## config.mk

```make
export PLATFORM = sky130hd
export DESIGN_NAME = i2c_scl_divider_search_unit_flat
export DESIGN_NICKNAME = d
export VERILOG_FILES = /design/src/design/iscl_pkg.sv /design/src/design/iscl_if.sv /design/src/design/i2c_scl_divider_search_unit.sv /design/src/design/iscl_serial_div.sv /design/src/flat_wrapper.sv
export SDC_FILE = /design/constraint.sdc
export NUM_CORES = 1
export LEC_CHECK = 0
export BUFFER_PORTS_ARGS = -buffer_cell sky130_fd_sc_hd__buf_2
export CORE_MARGIN = 2
export CORE_UTILIZATION = 32
export DETAILED_ROUTE_END_ITERATION = 16
export PLACE_DENSITY_LB_ADDON = 0.1
export SETUP_SLACK_MARGIN = 0.2
export SLEW_MARGIN = 20
export SYNTH_ARGS = -nofsm -noshare
export SYNTH_HDL_FRONTEND = slang
export SYNTH_HIERARCHICAL = 1
export SYNTH_SLANG_ARGS = --single-unit
```

## constraint.sdc

```tcl
create_clock -name clk -period 11.2 [get_ports clk]
set_input_delay 2.24 -clock clk [delete_from_list [all_inputs] [get_ports clk]]
set_output_delay 2.24 -clock clk [all_outputs]
set_load 0.005 [all_outputs]
```

## src/design/iscl_pkg.sv

```systemverilog
// Package with the constants, types and state encoding of the I2C SCL divider search.
`timescale 1ns / 1ps
`default_nettype none
package iscl_pkg;

	// Search ranges.
	localparam int unsigned PREDIV_WIDTH = 3;
	localparam int unsigned PREDIV_STEPS = 1 << PREDIV_WIDTH;
	localparam int unsigned GAP_STEPS    = 64;
	localparam int unsigned GAP_W        = $clog2(GAP_STEPS);

	// Field widths.
	localparam int unsigned SRC_W  = 31;
	localparam int unsigned CTRL_W = 2;
	localparam int unsigned TGT_W  = 23;
	localparam int unsigned CW_W   = 9;
	localparam int unsigned PSTEP_W = 3;
	localparam int unsigned GSTEP_W = 6;

	// Source clock after reset.
	localparam logic [SRC_W-1:0] SRC_RESET = SRC_W'(130000000);

	// Timing constants.
	localparam int unsigned ICK_LIMIT_HZ = 20000000;
	localparam int unsigned FALL_NS      = 35;
	localparam int unsigned RISE_NS      = 200;
	localparam int unsigned DELAY0_NS    = 50;
	localparam int unsigned DELAYN_NS    = 5;
	localparam int unsigned NS_PER_S     = 1000000000;
	localparam int unsigned GAP_BASE     = 20;
	localparam int unsigned GAP_UNIT     = 8;
	localparam int unsigned EDGE0_NS     = FALL_NS + RISE_NS + DELAY0_NS;
	localparam int unsigned EDGEN_NS     = FALL_NS + RISE_NS + DELAYN_NS;

	// Internal clock is below the limit, so it fits 25 bits.
	localparam int unsigned ICK_W = 25;
	// Edge cycle count F never exceeds 6.
	localparam int unsigned F_W   = 3;
	// Gap divisor 20 + 8*g + F.
	localparam int unsigned DEN_W = 10;
	// Product width of the gap trial.
	localparam int unsigned GPROD_W = TGT_W + 1 + DEN_W;
	// Width of the pre-divider bound.
	localparam int unsigned PBOUND_W = 32;

	// Shared serial divider widths.
	localparam int unsigned DIV_W = 33;
	localparam int unsigned DVS_W = 30;
	localparam int unsigned DCNT_W = $clog2(DIV_W);

	// Request to the serial divider.
	typedef struct packed {
		logic             start;
		logic [DIV_W-1:0] dividend;
		logic [DVS_W-1:0] divisor;
	} div_req_t;

	// Response of the serial divider.
	typedef struct packed {
		logic             done;
		logic [DIV_W-1:0] quotient;
	} div_rsp_t;

	// Sequencer states.
	typedef enum logic [2:0] {
		ST_IDLE,
		ST_PRE,
		ST_ICK_START,
		ST_ICK_WAIT,
		ST_F_START,
		ST_F_WAIT,
		ST_GAP,
		ST_FIN
	} state_t;

endpackage
`default_nettype wire

```

## src/design/iscl_if.sv

```systemverilog
// Handshake interfaces for the request and result channels of the SCL divider search.
`timescale 1ns / 1ps
`default_nettype none
interface iscl_req_if
	import iscl_pkg::*;
	();
	logic              valid;
	logic              ready;
	logic [CTRL_W-1:0] controller_index;
	logic [TGT_W-1:0]  target_scl_hz;

	modport source (output valid, output controller_index, output target_scl_hz, input ready);
	modport sink (input valid, input controller_index, input target_scl_hz, output ready);
endinterface

interface iscl_res_if
	import iscl_pkg::*;
	();
	logic               valid;
	logic               ready;
	logic [CW_W-1:0]    control_word;
	logic [PSTEP_W-1:0] predivider_step;
	logic [GSTEP_W-1:0] scl_gap_step;
	logic               search_failed;

	modport source (output valid, output control_word, output predivider_step,
		output scl_gap_step, output search_failed, input ready);
	modport sink (input valid, input control_word, input predivider_step,
		input scl_gap_step, input search_failed, output ready);
endinterface
`default_nettype wire

```

## src/design/i2c_scl_divider_search_unit.sv

```systemverilog
// Top level of the I2C SCL divider search: sequencer, trial logic and result register.
`timescale 1ns / 1ps
`default_nettype none
// The unit takes one request at a time (controller index and target SCL rate) and returns
// one clock control word built from the smallest fitting pre-divider step and SCL gap step,
// with search_failed set and all other fields zero when no step fits. The pre-divider and
// gap searches test one candidate per cycle; the internal clock (source / (step + 1)) and
// the edge cycle count F each take one pass of a shared bit-serial divider. The result is
// loaded into the result register once that register is free. The source clock register
// resets to 130 MHz and must only be written while no request is in flight. A finished
// result waits in the output register, and the next request is taken while it waits.
module i2c_scl_divider_search_unit
	import iscl_pkg::*;
(
	input  wire logic              clk,
	input  wire logic              arst_n,
	input  wire logic              cfg_wr_en,
	input  wire logic [SRC_W-1:0]  cfg_wr_data,
	iscl_req_if.sink               request,
	iscl_res_if.source             result
);

	state_t state_q;
	state_t state_d;

	logic [SRC_W-1:0]        src_q;
	logic                    ctrl0_q;
	logic [TGT_W-1:0]        tgt_q;
	logic [PREDIV_WIDTH-1:0] s_q;
	logic [GAP_W-1:0]        g_q;
	logic [ICK_W-1:0]        ick_q;
	logic [F_W-1:0]          f_q;
	logic                    fail_q;

	logic                    out_valid_q;
	logic [CW_W-1:0]         out_cw_q;
	logic [PSTEP_W-1:0]      out_s_q;
	logic [GSTEP_W-1:0]      out_g_q;
	logic                    out_fail_q;

	logic                    req_fire;
	logic                    out_load;
	logic                    s_last;
	logic                    g_last;
	logic                    pre_fit;
	logic                    gap_fit;
	logic [PREDIV_WIDTH:0]   step_div;
	logic [PBOUND_W-1:0]     pre_bound;
	logic [DEN_W-1:0]        gap_den;
	logic [GPROD_W-1:0]      gap_prod;
	logic [DIV_W:0]          f_num;
	div_req_t                div_req;
	div_rsp_t                div_rsp;

	// Source clock register.
	always_ff @(posedge clk or negedge arst_n) begin
		if (!arst_n) begin
			src_q <= SRC_RESET;
		end else if (cfg_wr_en) begin
			src_q <= cfg_wr_data;
		end
	end

	// Pre-divider trial: source / (s + 1) is below the limit exactly when
	// source is below limit * (s + 1).
	always_comb begin
		step_div  = {1'b0, s_q} + 1'b1;
		pre_bound = PBOUND_W'(ICK_LIMIT_HZ) * PBOUND_W'(step_div);
		pre_fit   = PBOUND_W'(src_q) < pre_bound;
		s_last    = s_q == PREDIV_WIDTH'(PREDIV_STEPS - 1);
	end

	// Gap trial: iicck / den is at most the target exactly when
	// iicck is below (target + 1) * den.
	always_comb begin
		gap_den  = DEN_W'(GAP_BASE) + DEN_W'(GAP_UNIT) * DEN_W'(g_q) + DEN_W'(f_q);
		gap_prod = GPROD_W'({1'b0, tgt_q} + 1'b1) * GPROD_W'(gap_den);
		gap_fit  = GPROD_W'(ick_q) < gap_prod;
		g_last   = g_q == GAP_W'(GAP_STEPS - 1);
	end

	// Numerator of the rounded-up edge cycle count.
	always_comb begin
		f_num = (ctrl0_q ? (DIV_W + 1)'(EDGE0_NS) : (DIV_W + 1)'(EDGEN_NS))
			* (DIV_W + 1)'(ick_q) + (DIV_W + 1)'(NS_PER_S - 1);
	end

	// Next state.
	always_comb begin
		state_d = state_q;
		unique case (state_q)
			ST_IDLE: begin
				if (req_fire) begin
					state_d = ST_PRE;
				end
			end
			ST_PRE: begin
				if (pre_fit) begin
					state_d = ST_ICK_START;
				end else if (s_last) begin
					state_d = ST_FIN;
				end
			end
			ST_ICK_START: state_d = ST_ICK_WAIT;
			ST_ICK_WAIT: begin
				if (div_rsp.done) begin
					state_d = ST_F_START;
				end
			end
			ST_F_START: state_d = ST_F_WAIT;
			ST_F_WAIT: begin
				if (div_rsp.done) begin
					state_d = ST_GAP;
				end
			end
			ST_GAP: begin
				if (gap_fit || g_last) begin
					state_d = ST_FIN;
				end
			end
			ST_FIN: begin
				if (out_load) begin
					state_d = ST_IDLE;
				end
			end
			default: state_d = ST_IDLE;
		endcase
	end

	// Sequencer outputs: handshake and divider requests.
	always_comb begin
		request.ready    = state_q == ST_IDLE;
		req_fire         = request.valid && (state_q == ST_IDLE);
		out_load         = (state_q == ST_FIN) && (!out_valid_q || result.ready);
		div_req.start    = (state_q == ST_ICK_START) || (state_q == ST_F_START);
		div_req.dividend = DIV_W'(src_q);
		div_req.divisor  = DVS_W'(step_div);
		if (state_q == ST_F_START) begin
			div_req.dividend = f_num[DIV_W-1:0];
			div_req.divisor  = DVS_W'(NS_PER_S);
		end
	end

	// State register.
	always_ff @(posedge clk or negedge arst_n) begin
		if (!arst_n) begin
			state_q <= ST_IDLE;
		end else begin
			state_q <= state_d;
		end
	end

	// Search datapath registers.
	always_ff @(posedge clk) begin
		if (req_fire) begin
			ctrl0_q <= request.controller_index == '0;
			tgt_q   <= request.target_scl_hz;
			s_q     <= '0;
			fail_q  <= 1'b0;
		end
		if (state_q == ST_PRE && !pre_fit) begin
			if (s_last) begin
				fail_q <= 1'b1;
			end else begin
				s_q <= s_q + 1'b1;
			end
		end
		if (state_q == ST_ICK_WAIT && div_rsp.done) begin
			ick_q <= div_rsp.quotient[ICK_W-1:0];
		end
		if (state_q == ST_F_WAIT && div_rsp.done) begin
			f_q <= div_rsp.quotient[F_W-1:0];
			g_q <= '0;
		end
		if (state_q == ST_GAP && !gap_fit) begin
			if (g_last) begin
				fail_q <= 1'b1;
			end else begin
				g_q <= g_q + 1'b1;
			end
		end
	end

	// Result register valid flag.
	always_ff @(posedge clk or negedge arst_n) begin
		if (!arst_n) begin
			out_valid_q <= 1'b0;
		end else if (out_load) begin
			out_valid_q <= 1'b1;
		end else if (result.ready) begin
			out_valid_q <= 1'b0;
		end
	end

	// Result register payload; a failed search reports all-zero steps.
	always_ff @(posedge clk) begin
		if (out_load) begin
			out_fail_q <= fail_q;
			if (fail_q) begin
				out_cw_q <= '0;
				out_s_q  <= '0;
				out_g_q  <= '0;
			end else begin
				out_cw_q <= CW_W'({g_q, s_q});
				out_s_q  <= PSTEP_W'(s_q);
				out_g_q  <= GSTEP_W'(g_q);
			end
		end
	end

	assign result.valid           = out_valid_q;
	assign result.control_word    = out_cw_q;
	assign result.predivider_step = out_s_q;
	assign result.scl_gap_step    = out_g_q;
	assign result.search_failed   = out_fail_q;

	// Shared bit-serial divider.
	iscl_serial_div u_div (
		.clk    (clk),
		.arst_n (arst_n),
		.req    (div_req),
		.rsp    (div_rsp)
	);

endmodule
`default_nettype wire

```

## src/design/iscl_serial_div.sv

```systemverilog
// Bit-serial restoring divider, one quotient bit per cycle.
`timescale 1ns / 1ps
`default_nettype none
module iscl_serial_div
	import iscl_pkg::*;
(
	input  wire logic clk,
	input  wire logic arst_n,
	input  wire div_req_t req,
	output div_rsp_t  rsp
);

	logic [DVS_W-1:0]  rem_q;
	logic [DIV_W-1:0]  dvd_q;
	logic [DVS_W-1:0]  dvs_q;
	logic [DCNT_W-1:0] cnt_q;
	logic              busy_q;
	logic              done_q;
	logic [DVS_W:0]    trial;
	logic [DVS_W+1:0]  diff;
	logic              qbit;

	// Trial subtraction of the divisor from the shifted partial remainder.
	always_comb begin
		trial = {rem_q, dvd_q[DIV_W-1]};
		diff  = {1'b0, trial} - {2'b00, dvs_q};
		qbit  = ~diff[DVS_W+1];
	end

	// Control of the iteration count.
	always_ff @(posedge clk or negedge arst_n) begin
		if (!arst_n) begin
			busy_q <= 1'b0;
			done_q <= 1'b0;
			cnt_q  <= '0;
		end else begin
			done_q <= 1'b0;
			if (req.start) begin
				busy_q <= 1'b1;
				cnt_q  <= '0;
			end else if (busy_q) begin
				if (cnt_q == DCNT_W'(DIV_W - 1)) begin
					busy_q <= 1'b0;
					done_q <= 1'b1;
				end else begin
					cnt_q <= cnt_q + 1'b1;
				end
			end
		end
	end

	// Dividend shifts out at the top while quotient bits shift in at the bottom.
	always_ff @(posedge clk) begin
		if (req.start) begin
			rem_q <= '0;
			dvd_q <= req.dividend;
			dvs_q <= req.divisor;
		end else if (busy_q) begin
			rem_q <= qbit ? diff[DVS_W-1:0] : trial[DVS_W-1:0];
			dvd_q <= {dvd_q[DIV_W-2:0], qbit};
		end
	end

	assign rsp.done     = done_q;
	assign rsp.quotient = dvd_q;

endmodule
`default_nettype wire

```

## src/flat_wrapper.sv

```systemverilog
// flat-port wrapper written by rule: the top's interface ports become plain ports
module i2c_scl_divider_search_unit_flat import iscl_pkg::*;
  (clk, arst_n, cfg_wr_en, cfg_wr_data, request_valid, request_controller_index, request_target_scl_hz, request_ready, result_valid, result_control_word, result_predivider_step, result_scl_gap_step, result_search_failed, result_ready);
  iscl_req_if request_i ();
  iscl_res_if result_i ();
  input  wire logic clk;
  input  wire logic arst_n;
  input  wire logic cfg_wr_en;
  input  wire logic [SRC_W-1:0] cfg_wr_data;
  input wire logic [$bits(request_i.valid)-1:0] request_valid;
  input wire logic [$bits(request_i.controller_index)-1:0] request_controller_index;
  input wire logic [$bits(request_i.target_scl_hz)-1:0] request_target_scl_hz;
  output wire logic [$bits(request_i.ready)-1:0] request_ready;
  output wire logic [$bits(result_i.valid)-1:0] result_valid;
  output wire logic [$bits(result_i.control_word)-1:0] result_control_word;
  output wire logic [$bits(result_i.predivider_step)-1:0] result_predivider_step;
  output wire logic [$bits(result_i.scl_gap_step)-1:0] result_scl_gap_step;
  output wire logic [$bits(result_i.search_failed)-1:0] result_search_failed;
  input wire logic [$bits(result_i.ready)-1:0] result_ready;
  assign request_i.valid = request_valid;
  assign request_i.controller_index = request_controller_index;
  assign request_i.target_scl_hz = request_target_scl_hz;
  assign request_ready = request_i.ready;
  assign result_valid = result_i.valid;
  assign result_control_word = result_i.control_word;
  assign result_predivider_step = result_i.predivider_step;
  assign result_scl_gap_step = result_i.scl_gap_step;
  assign result_search_failed = result_i.search_failed;
  assign result_i.ready = result_ready;
  i2c_scl_divider_search_unit u_core (.clk(clk), .arst_n(arst_n), .cfg_wr_en(cfg_wr_en), .cfg_wr_data(cfg_wr_data), .request(request_i), .result(result_i));
endmodule
```

### Word level (Yosys, flattened, before mapping)

Index checks and enable logic that the tools add are counted.

| operators by class | value |
|---|---|
| add/subtract/negate cells | 9 |
| $mul | 3 |
| order comparisons | 2 |
| eq/ne operators | 17 |
| mux-type cells | 35 |
| bitwise operators | 1 |
| reduce and logical (&&, ||, !) cells | 18 |

Operator list:

| kind | count |
|---|---|
| 33-bit two-way mux | 2 |
| 63-bit two-way mux | 1 |
| 6-bit two-way mux | 6 |
| 25-bit by 34-bit less-than comparator with 1-bit output | 1 |
| 34-bit by 10-bit multiplier with 34-bit output | 1 |
| 34-bit by 25-bit multiplier with 33-bit output | 1 |
| 33-bit by 30-bit adder with 33-bit output, second input constant | 1 |
| 31-bit by 30-bit subtractor with 32-bit output | 1 |
| 31-bit by 29-bit less-than comparator with 1-bit output | 1 |
| 3-bit two-way mux | 10 |
| 30-bit two-way mux | 1 |
| 23-bit by 1-bit adder with 24-bit output, second input constant | 1 |
| 3-bit case mux with 8 select lines | 1 |
| 17-bit by 4-bit multiplier with 21-bit output, first input constant | 1 |
| 3-bit == test, second input constant | 5 |
| 1-bit two-way mux | 13 |
| 6-bit by 1-bit adder with 6-bit output, second input constant | 2 |
| 6-bit == test, second input constant | 2 |
| 10-bit by 3-bit adder with 10-bit output | 1 |
| 5-bit by 9-bit adder with 10-bit output, first input constant | 1 |
| 9-bit two-way mux | 1 |
| 2-bit by 1-bit inequality test with 1-bit output, second input constant | 4 |
| 3-bit by 2-bit == test with 1-bit output, second input constant | 2 |
| 1-bit logical AND | 6 |
| other kinds (13) | 19 |

| storage, ports and cells | value |
|---|---|
| flip-flop bits (word level) | 217 |
| input port bits | 61 |
| output and inout bits | 21 |
| logic and storage cells | 106 |

### Logic depth before layout (Yosys ltp)

| depth | value |
|---|---|
| depth in word-level cells | 8 |
| gate-level depth with buffers | 39 |
| gate-level depth less buffers | 36 |

### Modules after synthesis

The synthesis kept the hierarchy.

Modules (own cells, without submodules):

| module | instances | cells each | area an instance (µm²) | sequential area each (µm²) |
|---|---|---|---|---|
| i2c_scl_divider_search_unit | 1 | 2089 | 19781.5 | 2955.3 |
| iscl_serial_div | 1 | 547 | 5851.9 | 2692.6 |

### Worst setup path before layout

OpenSTA, ideal clock, no wires.

| timing | value |
|---|---|
| path type | register to register |
| from | register u_core.g_q[1] |
| to | register u_core.g_q[5] |
| library setup time | 96 ps |
| data arrival time | 8686 ps |
| required time | 11104 ps |
| path slack | 2418 ps |
| cell stages (with the launch flop) | 38 |
| path buffers | 4 |
| clock period less this slack | 8782 ps |
| cells stage by stage | dfxtp_1 -> clkbuf_1 -> inv_1 -> ha_1 -> a21oi_1 -> nor2_1 -> xnor2_1 -> clkbuf_1 -> nor2_1 -> fa_1 -> fa_1 -> fa_1 -> fa_1 -> inv_1 -> fa_1 -> inv_1 -> ha_1 -> clkbuf_1 -> [... 2 more ...] -> nor2_1 -> o21ai_0 -> a21o_1 -> a21o_1 -> a21o_1 -> a21oi_1 -> xor2_1 -> ha_1 -> nand4_1 -> nor2_1 -> o211ai_1 -> a221o_1 -> a221oi_1 -> o2111ai_1 -> or4_1 -> clkbuf_2 -> or2_0 -> o41ai_2 |

| on the way | value |
|---|---|
| cells in the longest elaborated chain, start to end | 7 |
| elaborated cells between the ends (all ways) | 10 |
| classes of those cells | add/sub (3); mul (1); order compare (1); eq/ne (1); mux (2); reduce/logical (2) |

Ends and longest elaborated chain:

| element | RTL line | text |
|---|---|---|
| from (decl) | i2c_scl_divider_search_unit.sv:30 | `logic [GAP_W-1:0] g_q;` |
| from (signal assigned) | i2c_scl_divider_search_unit.sv:179 | `g_q <= g_q + 1'b1;` |
| 5-bit by 9-bit adder with 10-bit output | i2c_scl_divider_search_unit.sv:76 | `gap_den = DEN_W'(GAP_BASE) + DEN_W'(GAP_UNIT) * DEN_W'(g_q) + DEN_W'(f_q);` |
| 10-bit by 3-bit adder with 10-bit output | i2c_scl_divider_search_unit.sv:76 |  |
| 34-bit by 10-bit multiplier with 34-bit output | i2c_scl_divider_search_unit.sv:77 | `gap_prod = GPROD_W'({1'b0, tgt_q} + 1'b1) * GPROD_W'(gap_den);` |
| 25-bit by 34-bit less-than comparator with 1-bit output | i2c_scl_divider_search_unit.sv:78 | `gap_fit = GPROD_W'(ick_q) < gap_prod;` |
| 1-bit logical NOT | i2c_scl_divider_search_unit.sv:175 | `if (state_q == ST_GAP && !gap_fit) begin` |
| 1-bit logical AND | i2c_scl_divider_search_unit.sv:175 |  |
| 6-bit two-way mux * | i2c_scl_divider_search_unit.sv:175 |  |

Every way passes the cells marked *; elsewhere a longest branch is shown, timed or not.
A chain may end at the register's enable or synchronous reset.

### Worst setup path in the final report

| timing | value |
|---|---|
| from | register u_core.f_q[2] |
| to | register u_core.g_q[1] |

| on the way | value |
|---|---|
| cells in the longest elaborated chain, start to end | 6 |

Ends and longest elaborated chain:

| element | RTL line | text |
|---|---|---|
| from (decl) | i2c_scl_divider_search_unit.sv:32 | `logic [F_W-1:0] f_q;` |
| from (signal assigned) | i2c_scl_divider_search_unit.sv:172 | `f_q <= div_rsp.quotient[F_W-1:0];` |
| 10-bit by 3-bit adder with 10-bit output | i2c_scl_divider_search_unit.sv:76 |  |
| 34-bit by 10-bit multiplier with 34-bit output | i2c_scl_divider_search_unit.sv:77 |  |
| 25-bit by 34-bit less-than comparator with 1-bit output | i2c_scl_divider_search_unit.sv:78 |  |
| 1-bit logical NOT | i2c_scl_divider_search_unit.sv:175 |  |
| 1-bit logical AND | i2c_scl_divider_search_unit.sv:175 |  |
| 6-bit two-way mux | i2c_scl_divider_search_unit.sv:175 |  |

Every way passes these cells.

==> impl_summary.log <==
[metrics] Synth warnings: 6
[metrics] number of antenna diodes: 0
[metrics] dominant combinational cell family by area after synthesis: adder cells
[metrics] Worst Clk Skew: 27.11 ps
[metrics] largest voltage drop on the vdd net: 0.1817 mV
[metrics] initial antenna violation count: 2
[metrics] overall fraction of global-route tracks in use: 0.1729
[metrics] compound-cell area share of the yosys netlist: 0.1140
[metrics] count of maximum capacitance violations: 0
[metrics] first-pass GRT wire length: 112700 um
[metrics] outcome: finished, final reports clean
[metrics] total placed instance area: 27110 sq um
[metrics] crit start category: flop
[metrics] transition time at the pin with the least slew margin: 1045 ps
[metrics] detailed-route vias per instance: 4.884
[metrics] first-iteration detailed-routing DRC count: 971
[metrics] ratio of final minimum period to clock period: 0.8972
[metrics] clock latency of the later-clocked register in the worst-skew pair: 600 ps
[metrics] number of iterations in the first detailed-routing pass: 7
[metrics] post-route insts no fill: 3761
[metrics] initial standard-cell utilization of the core: 0.3239
[metrics] most used standard cell by instance count after synthesis: sky130_fd_sc_hd__inv_1
[metrics] standard-cell rows: 103
[metrics] CTS Root Cell: sky130_fd_sc_hd__clkbuf_16
[metrics] per-instance average area after synthesis: 9.724 sq um
[metrics] pre-CTS WS: 1209 ps
[metrics] Sw Share: 0.5087
[metrics] overall via count from detail_route: 18370
[metrics] crit path capture type: flop
[metrics] count of buffers from port buffering: 81
[metrics] count of hold-fix buffers inserted at cts: 0
[metrics] I/O pins: 82
[metrics] HPWL reported at the end of detailed placement: 55960 um
[metrics] Most Frequent Cell on Critical Path: sky130_fd_sc_hd__fa_1
[metrics] setup total negative slack: 0 ps
[metrics] vias in the first global route: 19540
[metrics] register share of total power: 0.140
[metrics] commonest cells in the synthesized netlist: 371 x sky130_fd_sc_hd__inv_1, 306 x sky130_fd_sc_hd__fa_1, 269 x sky130_fd_sc_hd__ha_1, 226 x sky130_fd_sc_hd__nand2_1, 205 x sky130_fd_sc_hd__nor2_1
[metrics] net total in the final layout: 3325
[metrics] share of synthesized cell area in and, or, nand and nor gates: 0.1355
[metrics] pin count of the biggest net entering global routing: 63
[metrics] height of the chip: 287.0 um
[metrics] power per standard cell area: 329.5 nW/um^2
[metrics] clock period minus worst slack: 10050 ps
[metrics] cells resized by post-CTS repair: 0
[metrics] part of the Yosys area used for sequential elements: 0.2203
[metrics] Crit Path Max Fanout: 26
[metrics] Fmax: 0.09951 GHz
[metrics] setup slack after layout: 1151 ps
[metrics] data arrival at the endpoint of the critical path: 10560 ps
[metrics] Crit Path Class: flop to flop
[metrics] number of sinks on the clock net: 208
[metrics] instance count of the mapped netlist: 2636
[metrics] depth of the CTS H-tree: 1
[metrics] portion of synthesized cell area occupied by the leading cell type: 0.2390
[metrics] data required time at the worst endpoint: 11710 ps
[metrics] fraction of layout instances using a drive strength above 1: 0.1084
[metrics] Final GP Congestion: 0.8541
[metrics] EDFF count, synth: 125
[metrics] Hold Fails Final Rpt: 0
[metrics] setup repair after global routing missed its margin: false
[metrics] total gr overflow: 0
[metrics] Synth Area in Adders: 0.3703
[metrics] number of setup buffers added after CTS: 0
[metrics] number of buffers added by the clock tree synthesis step: 28
[metrics] share of flip-flops with an asynchronous set or reset after synthesis: 0.2067
[metrics] relative contribution of the clock network to total power: 0.096
[metrics] number of flip-flops and latches in the synthesized netlist: 208
[metrics] cell at the slowest stage of the critical path: sky130_fd_sc_hd__edfxtp_1
[metrics] combined area of all synthesized cells: 25630 sq um
[metrics] cells taking the most area after synthesis: sky130_fd_sc_hd__fa_1 24%, sky130_fd_sc_hd__edfxtp_1 15%, sky130_fd_sc_hd__ha_1 13%
[metrics] count of nets left with antenna violations after detail routing: 0
[metrics] per-cell routed wire length: 18.27 um
[metrics] CTS tree: done
[metrics] number of instances in the placed design: 3708
[metrics] number of distinct library cells after synthesis: 99
[metrics] die width: 287.0 um
[metrics] number of buffers on the longest clock path: 3
[metrics] switching component of the power: 4704 uW
[metrics] remaining max-slew budget at the tightest pin: 0.2983
[metrics] leakage power: 0.01321 uW
[metrics] aggregate routed wire length: 68720 um
[metrics] core occupancy in the finished layout: 0.3547
[metrics] library cell occupying the most area in the post-synthesis netlist: sky130_fd_sc_hd__fa_1
[metrics] Slew Limit Fails: 0
[metrics] drt drc: 0
[metrics] overall die area: 82380 sq um
[metrics] most instantiated flip-flop cell in the synthesis netlist: sky130_fd_sc_hd__edfxtp_1
[metrics] share of the synthesized netlist area taken by xor and xnor gates: 0.04681
[metrics] placeable core region: 79130 sq um
[metrics] internal power: 4544 uW
[metrics] worst min-delay path class: flop to flop
[metrics] Synth-to-Final Area Change: 9.484%
[metrics] Final Cell Area: 28060 sq um
[metrics] Logic pwr share: 0.764
[metrics] portion of netlist area occupied by mux cells: 0.03963
[metrics] final setup violation count: 0
[metrics] Worst path max stage delay: 1010 ps
[metrics] clock-pin slew of the registers on the worst-case setup and hold paths: 60 ps
## area by class of cell
class / instances / area (sq um)
timing repair buffer: 107 / 620.6
tap: 1050 / 1314
sequential: 208 / 5648
clock buffer: 37 / 795.8
multi-input combinational: 1972 / 18170
clock inverter: 15 / 120.1
fill: 8159 / 51060
inverter: 372 / 1396
## cells in the final DEF (no fill, tap or decap), types with 46 or more instances in the layout
| cell | n |
|---|---|
| sky130_fd_sc_hd__inv_1 | 370 |
| sky130_fd_sc_hd__xor2_1 | 56 |
| sky130_fd_sc_hd__nand2_1 | 226 |
| sky130_fd_sc_hd__and2_1 | 49 |
| sky130_fd_sc_hd__xnor2_1 | 80 |
| sky130_fd_sc_hd__nand3_1 | 46 |
| sky130_fd_sc_hd__mux2_2 | 67 |
| sky130_fd_sc_hd__edfxtp_1 | 125 |
| sky130_fd_sc_hd__buf_2 | 81 |
| sky130_fd_sc_hd__a21oi_1 | 85 |
| sky130_fd_sc_hd__ha_1 | 269 |
| sky130_fd_sc_hd__fa_1 | 306 |
| sky130_fd_sc_hd__o21ai_0 | 93 |
| sky130_fd_sc_hd__a21o_1 | 51 |
| sky130_fd_sc_hd__nand2b_1 | 53 |
| sky130_fd_sc_hd__nor2_1 | 202 |
## cells by family after synthesis
family                   Yosys count
AO/OA/AOI/OAI                    422
XOR/XNOR                         137
adder cells (fa/ha/maj)          575
buffers and inverters            468
flip-flops                       208
multiplexers                      93
other                              1
AND/OR/NAND/NOR                  732
## flip-flops by register name (all words and copies together), names as in the netlist
signal / flops
u_core/ctrl0_q: 1
u_core/f_q: 3
u_core/fail_q: 1
u_core/g_q: 6
u_core/ick_q: 25
u_core/result.control_word: 9
u_core/result.search_failed: 1
u_core/result.valid: 1
u_core/s_q: 3
u_core/src_q: 31
u_core/state_q: 3
u_core/tgt_q: 23
u_core/u_div/busy_q: 1
u_core/u_div/cnt_q: 6
u_core/u_div/done_q: 1
u_core/u_div/dvd_q: 33
u_core/u_div/dvs_q: 30
u_core/u_div/rem_q: 30
## path summary, 6_finish.rpt
| path | slack [ps] | cells past startpoint | to | from |
|---|---|---|---|---|
| worst max-delay path | 1150 | 33 | u_core/g_q[1]$_DFF_P_ | u_core/f_q[2]$_DFFE_PP_ |
| worst min-delay path | 450 | 0 | u_core/ick_q[19]$_DFFE_PP_ | u_core/u_div/dvd_q[19]$_DFFE_PP_ |
| worst max register to register | 1150 | 33 | u_core/g_q[1]$_DFF_P_ | u_core/f_q[2]$_DFFE_PP_ |
| worst min register to register | 450 | 0 | u_core/ick_q[19]$_DFFE_PP_ | u_core/u_div/dvd_q[19]$_DFFE_PP_ |
| max in group asynchronous | 9020 | 2 | u_core/state_q[0]$_DFFE_PN0P_ | arst_n |
| min in group asynchronous | 1720 | 2 | u_core/src_q[30]$_DFFE_PN0P_ | arst_n |
## stage by stage
stage	power (uW)	hold WS [ps]
global route	10360	463.9
finish	9248	449.3
global placement	8352	433.8
CTS	9368	450.9
detailed placement	8385	435.2
floorplan	6618	406.4
## worst max-delay path, delay by kind of cell, from the launching register on
| family | cells | cell delay [ps] |
|---|---|---|
| buffers and inverters | 3 | 150 |
| DFF | 1 | 1010 |
| adders and majority gates | 8 | 3630 |
| and+or+nand+nor | 7 | 1800 |
| muxes | 1 | 230 |
| xor gates and xnor gates | 2 | 880 |
| AOI/OAI and AO/OA | 12 | 2240 |
## layer usage
metal | global-route usage | wire (um)
met4 | 0.03086 | 1194
met5 | 0 | 0
met3 | 0.01976 | 2319
met2 | 0.2787 | 31830
met1 | 0.2512 | 33380
## power by group through the flow
stage / logic [uW] / registers (uW) / clock network [uW]
global placement: 7040 / 1310 / 0
finish: 7070 / 1290 / 884
global route: 8080 / 1330 / 951
floorplan: 5400 / 1220 / 0
detailed placement: 7070 / 1310 / 0
CTS: 7150 / 1300 / 919
Note: power is estimated with default switching activity, not from simulation.
